### config.mk
export PLATFORM = sky130hd
export DESIGN_NAME = integer_to_radix_digits
export DESIGN_NICKNAME = d
export VERILOG_FILES = /design/src/hw/rtl/itrd_pkg.sv /design/src/hw/rtl/integer_to_radix_digits.sv /design/src/hw/rtl/itrd_front.sv /design/src/hw/rtl/itrd_back.sv
export SDC_FILE = /design/constraint.sdc
export NUM_CORES = 1
export LEC_CHECK = 0
export CAP_MARGIN = 15
export CORE_AREA = 3 3 243 245
export CTS_CLUSTER_DIAMETER = 100
export DETAILED_ROUTE_END_ITERATION = 8
export DIE_AREA = 0 0 246 248
export DONT_BUFFER_PORTS = 1
export HOLD_SLACK_MARGIN = 0.05
export PLACE_DENSITY_LB_ADDON = 0.12
export SYNTH_ARGS = -nofsm -noshare
export SYNTH_HDL_FRONTEND = slang
export SYNTH_HIERARCHICAL = 1
export SYNTH_SLANG_ARGS = --single-unit
### constraint.sdc
create_clock -name clk_i -period 54.6 [get_ports clk_i]
set_input_delay 10.92 -clock clk_i [delete_from_list [all_inputs] [get_ports clk_i]]
set_output_delay 10.92 -clock clk_i [all_outputs]
set_load 0.05 [all_outputs]
### src/hw/rtl/itrd_pkg.sv
// ----------------------------------------------------------------------------
// itrd_pkg
// Shared constants and helpers for the integer to radix digit converter.
// ----------------------------------------------------------------------------
package itrd_pkg;

  localparam int WORD_BITS_DEF = 32;
  localparam int DIV_CHUNK     = 8;
  localparam int DIGIT_W       = 6;
  localparam int CHAR_W        = 7;
  localparam int RADIX_W       = 6;
  localparam int APB_AW        = 3;
  localparam int APB_DW        = 32;

  localparam logic             RADIX_IDX     = 1'b0;
  localparam logic [RADIX_W-1:0] RADIX_RESET = 6'd10;
  localparam logic [RADIX_W-1:0] RADIX_MIN   = 6'd2;
  localparam logic [RADIX_W-1:0] RADIX_MAX   = 6'd36;

  localparam logic [CHAR_W-1:0]  CH_ZERO       = 7'd48;
  localparam logic [CHAR_W-1:0]  CH_ALPHA_BASE = 7'd55;
  localparam logic [CHAR_W-1:0]  CH_MINUS      = 7'd45;
  localparam logic [DIGIT_W-1:0] DECIMAL_LIMIT = 6'd10;

  function automatic logic [CHAR_W-1:0] digit_char(input logic [DIGIT_W-1:0] d);
    logic [CHAR_W-1:0] dx;
    dx = {1'b0, d};
    if (d < DECIMAL_LIMIT) begin
      digit_char = dx + CH_ZERO;
    end else begin
      digit_char = dx + CH_ALPHA_BASE;
    end
  endfunction

  function automatic logic [RADIX_W-1:0] clamp_radix(input logic [RADIX_W-1:0] r);
    if (r < RADIX_MIN) begin
      clamp_radix = RADIX_MIN;
    end else if (r > RADIX_MAX) begin
      clamp_radix = RADIX_MAX;
    end else begin
      clamp_radix = r;
    end
  endfunction

endpackage

### src/hw/rtl/integer_to_radix_digits.sv
// ----------------------------------------------------------------------------
// integer_to_radix_digits
// Signed integer to ASCII text in a programmable base from 2 to 36.
// ----------------------------------------------------------------------------
// Each accepted value leaves as a string of beats, most significant digit
// first, '-' ahead of a negative magnitude, last set on the final beat. The
// radix register (byte address 0, reset 10) is clamped to 2..36 where it is
// used as the base. For each item the engine picks it up, finds each digit
// by one division by the base, eight dividend bits a cycle, then sends an
// optional sign beat and the digit beats, each digit beat with a digit memory
// read and an output register load. A two-entry input queue takes new values
// while the digit engine works.
module integer_to_radix_digits import itrd_pkg::*; #(
  parameter int WORD_BITS = WORD_BITS_DEF
) (
  input  logic                 clk_i,
  input  logic                 rst_ni,
  input  logic                 psel_i,
  input  logic                 penable_i,
  input  logic                 pwrite_i,
  input  logic [APB_AW-1:0]    paddr_i,
  input  logic [APB_DW-1:0]    pwdata_i,
  output logic [APB_DW-1:0]    prdata_o,
  output logic                 pready_o,
  input  logic                 in_valid_i,
  output logic                 in_stall_o,
  input  logic signed [WORD_BITS-1:0] value_i,
  output logic                 out_valid_o,
  input  logic                 out_stall_i,
  output logic [CHAR_W-1:0]    character_o,
  output logic                 last_o
);

  logic [RADIX_W-1:0]   radix_q;
  logic                 radix_sel;
  logic                 item_valid;
  logic                 item_pop;
  logic                 item_neg;
  logic [WORD_BITS-1:0] item_mag;

  assign pready_o  = 1'b1;
  assign radix_sel = (paddr_i[APB_AW-1] == RADIX_IDX);
  assign prdata_o  = radix_sel ? APB_DW'(radix_q) : '0;

  always_ff @(posedge clk_i or negedge rst_ni) begin
    if (!rst_ni) begin
      radix_q <= RADIX_RESET;
    end else if (psel_i && penable_i && pwrite_i && pready_o && radix_sel) begin
      radix_q <= pwdata_i[RADIX_W-1:0];
    end
  end

  itrd_front #(
    .WORD_BITS (WORD_BITS)
  ) u_front (
    .clk_i        (clk_i),
    .rst_ni       (rst_ni),
    .in_valid_i   (in_valid_i),
    .in_stall_o   (in_stall_o),
    .value_i      (value_i),
    .item_valid_o (item_valid),
    .item_pop_i   (item_pop),
    .item_neg_o   (item_neg),
    .item_mag_o   (item_mag)
  );

  itrd_back #(
    .WORD_BITS (WORD_BITS)
  ) u_back (
    .clk_i        (clk_i),
    .rst_ni       (rst_ni),
    .base_i       (clamp_radix(radix_q)),
    .item_valid_i (item_valid),
    .item_pop_o   (item_pop),
    .item_neg_i   (item_neg),
    .item_mag_i   (item_mag),
    .out_valid_o  (out_valid_o),
    .out_stall_i  (out_stall_i),
    .character_o  (character_o),
    .last_o       (last_o)
  );

endmodule

### src/hw/rtl/itrd_front.sv
// ----------------------------------------------------------------------------
// itrd_front
// Input side: accepts a value, splits it into sign and magnitude and holds it
// in a two-entry queue for the digit engine.
// ----------------------------------------------------------------------------
module itrd_front import itrd_pkg::*; #(
  parameter int WORD_BITS = WORD_BITS_DEF
) (
  input  logic                 clk_i,
  input  logic                 rst_ni,
  input  logic                 in_valid_i,
  output logic                 in_stall_o,
  input  logic [WORD_BITS-1:0] value_i,
  output logic                 item_valid_o,
  input  logic                 item_pop_i,
  output logic                 item_neg_o,
  output logic [WORD_BITS-1:0] item_mag_o
);

  logic                 neg_q [2];
  logic [WORD_BITS-1:0] mag_q [2];
  logic                 wr_ptr_q, wr_ptr_d;
  logic                 rd_ptr_q, rd_ptr_d;
  logic [1:0]           count_q, count_d;
  logic                 push;
  logic                 pop;
  logic                 neg;
  logic [WORD_BITS-1:0] mag;

  assign neg        = value_i[WORD_BITS-1];
  assign mag        = neg ? (~value_i + 1'b1) : value_i;
  assign in_stall_o = (count_q == 2'd2);
  assign push       = in_valid_i && !in_stall_o;
  assign pop        = item_pop_i && item_valid_o;

  assign item_valid_o = (count_q != 2'd0);
  assign item_neg_o   = neg_q[rd_ptr_q];
  assign item_mag_o   = mag_q[rd_ptr_q];

  always_comb begin
    wr_ptr_d = push ? ~wr_ptr_q : wr_ptr_q;
    rd_ptr_d = pop  ? ~rd_ptr_q : rd_ptr_q;
    count_d  = count_q;
    if (push && !pop) begin
      count_d = count_q + 2'd1;
    end else if (pop && !push) begin
      count_d = count_q - 2'd1;
    end
  end

  always_ff @(posedge clk_i or negedge rst_ni) begin
    if (!rst_ni) begin
      wr_ptr_q <= 1'b0;
      rd_ptr_q <= 1'b0;
      count_q  <= 2'd0;
    end else begin
      wr_ptr_q <= wr_ptr_d;
      rd_ptr_q <= rd_ptr_d;
      count_q  <= count_d;
    end
  end

  always_ff @(posedge clk_i) begin
    if (push) begin
      neg_q[wr_ptr_q] <= neg;
      mag_q[wr_ptr_q] <= mag;
    end
  end

endmodule

### src/hw/rtl/itrd_back.sv
// ----------------------------------------------------------------------------
// itrd_back
// Digit engine: repeated division by the base, a chunk of dividend bits per
// cycle, digits kept in a small memory and sent out most significant first.
// ----------------------------------------------------------------------------
module itrd_back import itrd_pkg::*; #(
  parameter int WORD_BITS = WORD_BITS_DEF
) (
  input  logic                 clk_i,
  input  logic                 rst_ni,
  input  logic [RADIX_W-1:0]   base_i,
  input  logic                 item_valid_i,
  output logic                 item_pop_o,
  input  logic                 item_neg_i,
  input  logic [WORD_BITS-1:0] item_mag_i,
  output logic                 out_valid_o,
  input  logic                 out_stall_i,
  output logic [CHAR_W-1:0]    character_o,
  output logic                 last_o
);

  localparam int STEPS  = (WORD_BITS + DIV_CHUNK - 1) / DIV_CHUNK;
  localparam int DVD_W  = STEPS * DIV_CHUNK;
  localparam int STEP_W = (STEPS > 1) ? $clog2(STEPS) : 1;
  localparam int CNT_W  = $clog2(WORD_BITS + 1);
  localparam int AW     = $clog2(WORD_BITS);

  localparam logic [2:0] S_IDLE = 3'd0;
  localparam logic [2:0] S_DIV  = 3'd1;
  localparam logic [2:0] S_SIGN = 3'd2;
  localparam logic [2:0] S_RD   = 3'd3;
  localparam logic [2:0] S_WR   = 3'd4;

  logic [2:0]         state_q, state_d;
  logic [DVD_W-1:0]   dvd_q, dvd_d;
  logic [DIGIT_W-1:0] rem_q, rem_d;
  logic [STEP_W-1:0]  step_q, step_d;
  logic [CNT_W-1:0]   cnt_q, cnt_d;
  logic               neg_q, neg_d;
  logic               out_valid_q, out_valid_d;
  logic [CHAR_W-1:0]  char_q, char_d;
  logic               last_q, last_d;

  logic [DVD_W-1:0]   dvd_next;
  logic [DIGIT_W-1:0] rem_next;
  logic               last_step;
  logic               slot_free;
  logic               mem_we;
  logic               mem_re;
  logic [CNT_W-1:0]   cnt_dec;
  logic [DIGIT_W-1:0] mem [WORD_BITS];
  logic [DIGIT_W-1:0] rd_data_q;

  assign slot_free = !out_valid_q || !out_stall_i;
  assign last_step = (step_q == STEP_W'(STEPS - 1));
  assign cnt_dec   = cnt_q - 1'b1;
  assign mem_we    = (state_q == S_DIV) && last_step;
  assign mem_re    = (state_q == S_RD);

  always_comb begin
    logic [DIGIT_W:0]    t;
    logic [DIGIT_W-1:0]  r;
    logic [DIV_CHUNK-1:0] qb;
    r  = rem_q;
    qb = '0;
    for (int i = 0; i < DIV_CHUNK; i++) begin
      t = {r, dvd_q[DVD_W-1-i]};
      if (t >= {1'b0, base_i}) begin
        qb[DIV_CHUNK-1-i] = 1'b1;
        t = t - {1'b0, base_i};
      end
      r = t[DIGIT_W-1:0];
    end
    rem_next = r;
    dvd_next = (dvd_q << DIV_CHUNK) | DVD_W'(qb);
  end

  always_comb begin
    state_d     = state_q;
    dvd_d       = dvd_q;
    rem_d       = rem_q;
    step_d      = step_q;
    cnt_d       = cnt_q;
    neg_d       = neg_q;
    out_valid_d = slot_free ? 1'b0 : out_valid_q;
    char_d      = char_q;
    last_d      = last_q;
    item_pop_o  = 1'b0;
    case (state_q)
      S_IDLE: begin
        if (item_valid_i) begin
          item_pop_o = 1'b1;
          dvd_d      = DVD_W'(item_mag_i);
          neg_d      = item_neg_i;
          rem_d      = '0;
          step_d     = '0;
          cnt_d      = '0;
          state_d    = S_DIV;
        end
      end
      S_DIV: begin
        dvd_d  = dvd_next;
        rem_d  = rem_next;
        step_d = step_q + 1'b1;
        if (last_step) begin
          rem_d  = '0;
          step_d = '0;
          cnt_d  = cnt_q + 1'b1;
          if (dvd_next == '0) begin
            state_d = neg_q ? S_SIGN : S_RD;
          end
        end
      end
      S_SIGN: begin
        if (slot_free) begin
          out_valid_d = 1'b1;
          char_d      = CH_MINUS;
          last_d      = 1'b0;
          state_d     = S_RD;
        end
      end
      S_RD: begin
        state_d = S_WR;
      end
      S_WR: begin
        if (slot_free) begin
          out_valid_d = 1'b1;
          char_d      = digit_char(rd_data_q);
          last_d      = (cnt_q == CNT_W'(1));
          cnt_d       = cnt_dec;
          state_d     = (cnt_q == CNT_W'(1)) ? S_IDLE : S_RD;
        end
      end
      default: begin
        state_d = S_IDLE;
      end
    endcase
  end

  always_ff @(posedge clk_i or negedge rst_ni) begin
    if (!rst_ni) begin
      state_q     <= S_IDLE;
      step_q      <= '0;
      cnt_q       <= '0;
      out_valid_q <= 1'b0;
    end else begin
      state_q     <= state_d;
      step_q      <= step_d;
      cnt_q       <= cnt_d;
      out_valid_q <= out_valid_d;
    end
  end

  always_ff @(posedge clk_i) begin
    dvd_q  <= dvd_d;
    rem_q  <= rem_d;
    neg_q  <= neg_d;
    char_q <= char_d;
    last_q <= last_d;
  end

  always_ff @(posedge clk_i) begin
    if (mem_we) begin
      mem[cnt_q[AW-1:0]] <= rem_next;
    end
    if (mem_re) begin
      rd_data_q <= mem[cnt_dec[AW-1:0]];
    end
  end

  assign out_valid_o = out_valid_q;
  assign character_o = char_q;
  assign last_o      = last_q;

endmodule

==> out/summary.md, run 1 <==
The filler cell count in the final layout came out at 5640. For this run, asynchronously set or reset flops after synthesis account for 6.61%. For the pin with the worst max-slew slack, the measured transition is 1.14 ns. The peak per-stage delay on the critical path works out to 0.66 ns. Setup violations remaining at the end of the flow were counted as 0.

Cell at the root of the clock tree: clkbuf_16. During placement, the flow inserted port buffers numbering 0. Based on the critical path, the design can be clocked at up to 0.0444 GHz. In this run the cell area measured after placement is 0.0179 mm2.

For the worst hold slack, the log shows 0.488 ns. The cell area after layout came out at 0.0191 mm2. In the global route stage, met3 resource usage came out at 2.52%. The number of sinks handled by clock tree synthesis was 333; the number of enable flip-flop cells after synthesis was 311.

By area the synthesized netlist is led by edfxtp_1 55%, mux4_2 7.9%, ha_1 4.3%. The cell count after synthesis came out at 1234. met2 is the most crowded layer. The run gives 2 as the deepest level of the CTS H-tree. In this run the core area contains 88 standard-cell rows. The mean post-synth cell area was 13.8 um2. Among all flip-flop cells after synthesis, the most frequent one is edfxtp_1.

For the number of antenna-violating nets in the routed design, the log shows 0. The flow ran to the end, and the final reports show no timing, DRC or antenna violations. Together, buffers and inverters on the worst path number 0. The clock arrives with 0.0194 ns of skew. In this run the vertical extent of the chip is 248 um. The largest total area in the synthesized netlist belongs to edfxtp_1.

Global routing used 13.5% of the available tracks across all layers. The worst hold path belongs to the class reg -> reg. The family with the most delay on the worst path was simple AND/OR/NAND/NOR gates. In this run the standard cell core region covers 0.0574 mm2. For the first-pass GRT wire length, the log shows 62700 um. At the end of the flow, the number of nets in the layout was 1381. The number of violations reported at the end of detailed-routing iteration 0 is 531, and the quantity of hold-fixing buffers added after cts is 0. The detailed-routing iteration count for the pre-antenna-repair pass is 5.

The chip width works out to 246 um. The run gives 27400 um as the sum of net half-perimeters after detailed placement. The area growth from synthesis to layout is 11.8%. The initial standard-cell utilization of the core came out at 29.8%. The overall via count from detail_route was 9840; the maximum clock insertion buffer count was 3. The initial antenna violation count was 1; the count of unresolved DRC violations after routing was 0. The routed design has 40500 um of wire. The final critical delay including setup and external delays was 22.50 ns. TritonCTS built the clock tree.

Registers take 0.00990 mm2. For this run the aggregate overflow at the end of global routing stands at 0. After clock tree synthesis, the repair step resized 0 gates. After routing, the total negative slack on setup checks comes to 0 ns. Max-cap violations in this run came to 0. Of the post-synthesis cell area, the dominant cell type holds 54.7%. The worst setup path is captured at a primary output. The congestion estimate from routability-driven global placement came to 0.769. The tools report the number of distinct library cells after synthesis as 74. Final-report max-slew violation count: 0.

In the final routed layout, each cell accounts on average for 19.9 um. After layout, the worst path uses 41.2% of the clock period. The clock transition at the registers of the reported paths was 0.06 ns.

Setup repair after global routing left no endpoint under its margin. The global-route track usage on met2 came out at 21.3%. Traced cell by cell, the critical path runs through nor2_1. For the boundary pin count, the log shows 117. The post-synthesis sequential element count works out to 333. The logs give 0.55 ns for the clock latency at the later pin of the worst-skew pair and 11.58 ns for the arrival time at the worst endpoint. Die outline area: 0.0610 mm2. The tools report the combined area of the multi-input logic cells as 0.00677 mm2. For the count of final hold-check violations, the log shows 0. The logs give 51 for the pin count of the biggest net entering global routing and 0.0171 mm2 for the total standard cell area after synthesis.

The setup path with the least slack is of type in -> out. The met1 demand-to-capacity share in global routing came out at 19.2%. The logs give 10144 for the number of global-route vias before repair and 58.0% for the sequential area share after synthesis. The tools report the worst-case setup margin in the final layout as 32.10 ns.

The fraction of layout instances using a drive strength above 1 works out to 18.0%. The library cell with the highest instance count after synthesis is edfxtp_1. Post-CTS timing repair inserted 0 buffers for setup.

Dividing the detail-routed via count by the number of cells gives 4.84. In the synthesized netlist, the cells that appear most often are 311 x edfxtp_1, 131 x nand2_1, 73 x nor2_1, 64 x mux2_2, 60 x mux4_2. The tools report the pre-CTS setup slack as 32.10 ns. The number of buffers created by CTS is 38. For this run, the number of Yosys warnings is 6. For this design, the slowest cell found on the critical path is nor2_1. The tools report the worst slew margin relative to its limit as 24.0%. The required time of the critical path is 43.68 ns. The sort of element at the start of the critical path was an input pin. The maximum net fanout on the critical path was 7.
-- layer usage --
layer	up-vias	wire length [um]
li1	4643	-
met1	4947	19200
met2	204	18500
met3	46	1920
met4	0	777
met5	-	0
-- per-stage QoR --
step,std cells,util (%)
detailed placement,1965,31.2
CTS,2034,33.3
floorplan,1259,-
global placement,1965,31.2
global route,2034,33.3
finish,2035,33.3
-- logic make-up (layout without fill, tap and decap cells) --
| kind of cell | Yosys count | count (layout) | share of synthesized area [%] |
|---|---|---|---|
| flip-flops | 333 | 333 | 58.0 |
| AND/OR/NAND/NOR | 330 | 330 | 9.74 |
| AO/OA/AOI/OAI | 176 | 176 | 7.12 |
| multiplexers | 142 | 142 | 13.2 |
| buffers and inverters | 118 | 128 | 3.26 |
| adder cells (fa/ha/maj) | 68 | 68 | 5.32 |
| XOR/XNOR | 65 | 65 | 3.34 |
| other | 2 | 28 | 0.0440 |
-- final timing paths --
| kind | from | endpoint | depth (start not counted) | slack, ns |
|---|---|---|---|---|
| worst min register to register | u_back/cnt_q[5] | u_back/cnt_q[5] | 1 | 0.49 |
| min in group asynchronous | rst_ni | u_back/cnt_q[1] | 0 | 10.06 |
| worst max-delay path | paddr_i[2] | prdata_o[5] | 1 | 32.10 |
| worst max register to register | radix_q[2] | u_back/rem_q[0] | 73 | 33.06 |
| max in group asynchronous | rst_ni | radix_q[3] | 0 | 44.36 |
| worst min-delay path | u_back/cnt_q[5] | u_back/cnt_q[5] | 1 | 0.49 |
-- layout make-up --
cell class / instances / share of cell area (%)
multi-input cells: 808 / 35.4
inverters: 50 / 0.983
clock inverters: 21 / 0.898
well taps: 765 / 5.01
diodes: 1 / 0.0131
clock buffers: 48 / 5.45
repair buffers: 9 / 0.354
flip-flops and latches: 333 / 51.8
-- sequential cells by signal, indices dropped and copies added (netlist names), named ones only --
name	cells
radix_q	6
u_back/character_o	7
u_back/cnt_q	6
u_back/dvd_q	32
u_back/last_o	1
u_back/mem	192
u_back/neg_q	1
u_back/rd_data_q	6
u_back/rem_q	6
u_back/state_q	3
u_back/step_q	2
u_front/count_q	2
u_front/mag_q	64
u_front/neg_q	2
u_front/rd_ptr_q	1
u_front/wr_ptr_q	1
-- cells in the final DEF (no fill, tap or decap), types with 11 or more instances in the layout --
master,instances
edfxtp_1,311
nand2_1,131
nor2_1,72
mux2_2,64
mux4_2,60
ha_1,58
o21ai_0,50
inv_1,50
xnor2_1,46
clkbuf_16,40
a21oi_1,31
conb_1,27
dfrtp_1,19
nand3_1,18
nor2b_1,17
xor2_1,17
mux2i_1,16
a21o_1,16
nand2b_1,12
clkinv_2,11
o31ai_1,11
Power of run 1 is left out: the tool's default activity adds up to more than one toggle a clock period on the data nets, which glitch-free logic cannot reach.
==> run 2: changes to the inputs <==
Settings changed: ABC_AREA set to 1, CORE_AREA 3 3 243 245 to 3 3 249 251, DIE_AREA 0 0 246 248 to 0 0 252 254.
Clock period 54.6 ns to 18.95 ns, I/O delays scaled along.
==> out/summary.md, run 2 <==
The detailed-routing iteration count for the pre-antenna-repair pass is 5. Flip-flop cell with the highest count after synthesis: edfxtp_1. For the number of global-route vias before repair, the log shows 11917.

The count of buffers inserted at the top-level ports is 0. Buffers inserted during clock tree synthesis total 39. In this run the cell area measured after placement is 0.0186 mm2. After routing the design area is 0.0199 mm2. After detailed routing, the average wire length per cell comes to 17.8 um. Synthesis instantiated 57 different standard cells from the library. The initial antenna violation count is 2, and the height of the chip is 254 um. The cell accounting for the most synthesized area is edfxtp_1.

Counting instances in the post-synthesis netlist gives the leading cell types as 391 x nand2_1, 311 x edfxtp_1, 251 x nor2_1, 165 x inv_1, 111 x o21ai_0. The run gives 0 as the final-report max-slew violation count. During synthesis, Yosys emitted a total of 6 warnings.

Together, buffers and inverters on the worst path number 10. The filler cell count in the final layout is 6186, and the clock transition at the registers of the reported paths is 0.06 ns. The transition time at the pin with the least slew margin came out at 1.06 ns. The sort of element at the start of the critical path was a flop. The register with the most flip-flops in the layout has 192 of them.

Die outline area: 0.0640 mm2. The quantity of hold-fixing buffers added after cts was 0; the total track usage was 14.5%. The run finished with clean final reports. The kind of cell with the highest combined delay along the critical path is compound AO/OA/AOI/OAI gates. On the final layout, the worst clock skew is 0.0141 ns.

For this run, the post-layout net count is 1948. The tools report the overflow left after global routing as 0. From synthesis to final layout, the design area changed by 11.3%. Synthesis inferred 333 register bits.

The pin count of the biggest net entering global routing came out at 99. The cell repeated most along the worst path was nand2_1. The weighted congestion at the end of routability-driven global placement is 0.819.

Setup violations remaining at the end of the flow were counted as 0. Sorting the synthesized cells by area gives the leading types as edfxtp_1 52%, nand2_1 8.2%, nor2_1 5.3%. The tightest hold path in the finished design has a slack of 0.509 ns. The worst path uses 84.6% of the clock period. The logs give 0 for the count of final hold-check violations and 31400 um for the sum of net half-perimeters after detailed placement. The max-cap violation count came out at 0.

The peak per-stage delay on the critical path works out to 0.76 ns. The cell count after synthesis came out at 1815. The proportion of register bits with asynchronous set or reset after synthesis works out to 6.61%. The post-synthesis share of cell area spent on full adders, half adders and majority gates was 5.02%.

The setup path with the least slack is of type reg -> reg. The final critical delay including setup and external delays works out to 16.04 ns. TritonCTS built the clock tree. The fraction of layout instances using a drive strength above 1 works out to 8.56%.

Buffers added to address setup during post-CTS repair amount to 0. The run gives 0 as the count of unresolved DRC violations after routing. After floorplanning, the core was sized to cover 0.0601 mm2. A synthesized cell averages 9.86 um2. The worst hold-check path type is reg -> reg. The count of nets left with antenna violations once routing finished came out at 0. The run gives 911 as the number of violations reported at the end of detailed-routing iteration 0. In this run the worst path has a maximum fanout of 32. Dividing the detail-routed via count by the number of cells gives 4.74.

The tools report the clock latency at the later pin of the worst-skew pair as 0.54 ns. The total detailed-routing wirelength is 46600 um, and the total negative setup slack is 0 ns. The number of gates given a new drive strength after cts came out at 0. The dominant combinational cell family by area after synthesis was simple AND/OR/NAND/NOR gates.

The number of enable flip-flop cells after synthesis is 311. By instance count, the leading cell after synthesis is nand2_1. Multiplexer cells account for 1.06% of the synthesized area. The standard-cell row count came out at 90.

The first global-routing pass estimated 71400 um of wire. For the worst setup path, the data arrival time is 16.23 ns. Peak clock frequency supported by timing: 0.0624 GHz. The slowest library cell on the worst path is inv_1. The top cell type by area accounts for 52.2% of the synthesized area.

For this configuration, the core starts out at a cell density of 29.8%. Total standard cell area after synthesis: 0.0179 mm2. Setup repair after global routing left no endpoint under its margin. The worst pin sits at a relative slew slack of 29.4%.

The number of sinks handled by clock tree synthesis was 333; the sequential area share after synthesis was 55.3%. The library cells used most frequently in the layout, excluding fill and tap cells, are 391 x nand2_1, 311 x edfxtp_1, 248 x nor2_1, 165 x inv_1, 111 x o21ai_0. 117 I/O pins were placed. Leaving out fill and tap cells, the most frequent cell in the layout is nand2_1.

The synthesized netlist devotes 20.0% of its cell area to simple gates. For the maximum clock insertion buffer count, the log shows 3. The xor and xnor fraction of the mapped netlist area was 2.40%; the area fraction in compound gates after synthesis was 9.77%. CTS built an H-tree with a depth of 2. The worst setup path is captured at a flop. The repair_antennas step left the layout with diodes totalling 0.

The chip width was 252 um. The tree is rooted in a clkbuf_16. The overall via count from detail_route was 12401. The required time of the critical path is 19.14 ns.
[run 2: changes by cell type in the layout (fill, tap and decap cells not counted), moves of 20 or more]
cell	delta
nor2_1	+176
xnor2_1	-26
inv_1	+115
o21ai_0	+61
nand4_1	+20
nand2_1	+260
o32ai_1	+29
mux4_2	-60
nand3_1	+43
mux2_2	-64
[run 2: cells by family (layout without fill, tap and decap cells)]
group	Yosys count	after routing
xor gates and xnor gates	49	49
DFF	333	333
buffers and inverters	264	258
other	2	27
adders and majority gates	67	67
muxes	19	19
and+or+nand+nor	806	806
AOI/OAI and AO/OA	275	275
[run 2: layer usage]
| metal | track usage, % | up-vias | wire length (um) |
|---|---|---|---|
| li1 | - | 6171 | - |
| met1 | 21.3 | 5917 | 23200 |
| met3 | 2.63 | 60 | 2320 |
| met2 | 22.1 | 249 | 20100 |
| met4 | 3.44 | 4 | 873 |
| met5 | 0 | - | 27 |
[run 2: through the flow]
step / util (%) / std cells / setup WS (ns)
after floorplan: - / 1840 / 6.21
after global placement: 30.9 / 2544 / 2.79
after detailed placement: 30.9 / 2544 / 2.77
after CTS: 32.9 / 2612 / 2.67
after global routing: 33.1 / 2616 / 1.13
final: 33.1 / 2616 / 2.91
[run 2: final timing paths]
| kind | startpoint | to | slack, ns | cells past startpoint |
|---|---|---|---|---|
| min reg2reg | u_back/step_q[1] | u_back/step_q[1] | 0.51 | 1 |
| max reg2reg | radix_q[3] | u_back/mem[17][5] | 2.91 | 82 |
| max in group asynchronous | rst_ni | radix_q[1] | 15.82 | 0 |
| max | radix_q[3] | u_back/mem[17][5] | 2.91 | 82 |
| min | u_back/step_q[1] | u_back/step_q[1] | 0.51 | 1 |
| min in group asynchronous | rst_ni | u_back/cnt_q[5] | 2.94 | 0 |
[run 2: final cells by class]
cell class / count / area, um2 / share of cell area (%)
Sequential cell: 333 / 9890 / 49.7
Multi-Input combinational cell: 1243 / 6970 / 35.0
Timing Repair Buffer: 15 / 193 / 0.967
Inverter: 175 / 657 / 3.30
Clock inverter: 18 / 165 / 0.829
Clock buffer: 50 / 1070 / 5.36
Tap cell: 782 / 978 / 4.91
Power of run 2 is left out for the same reason.
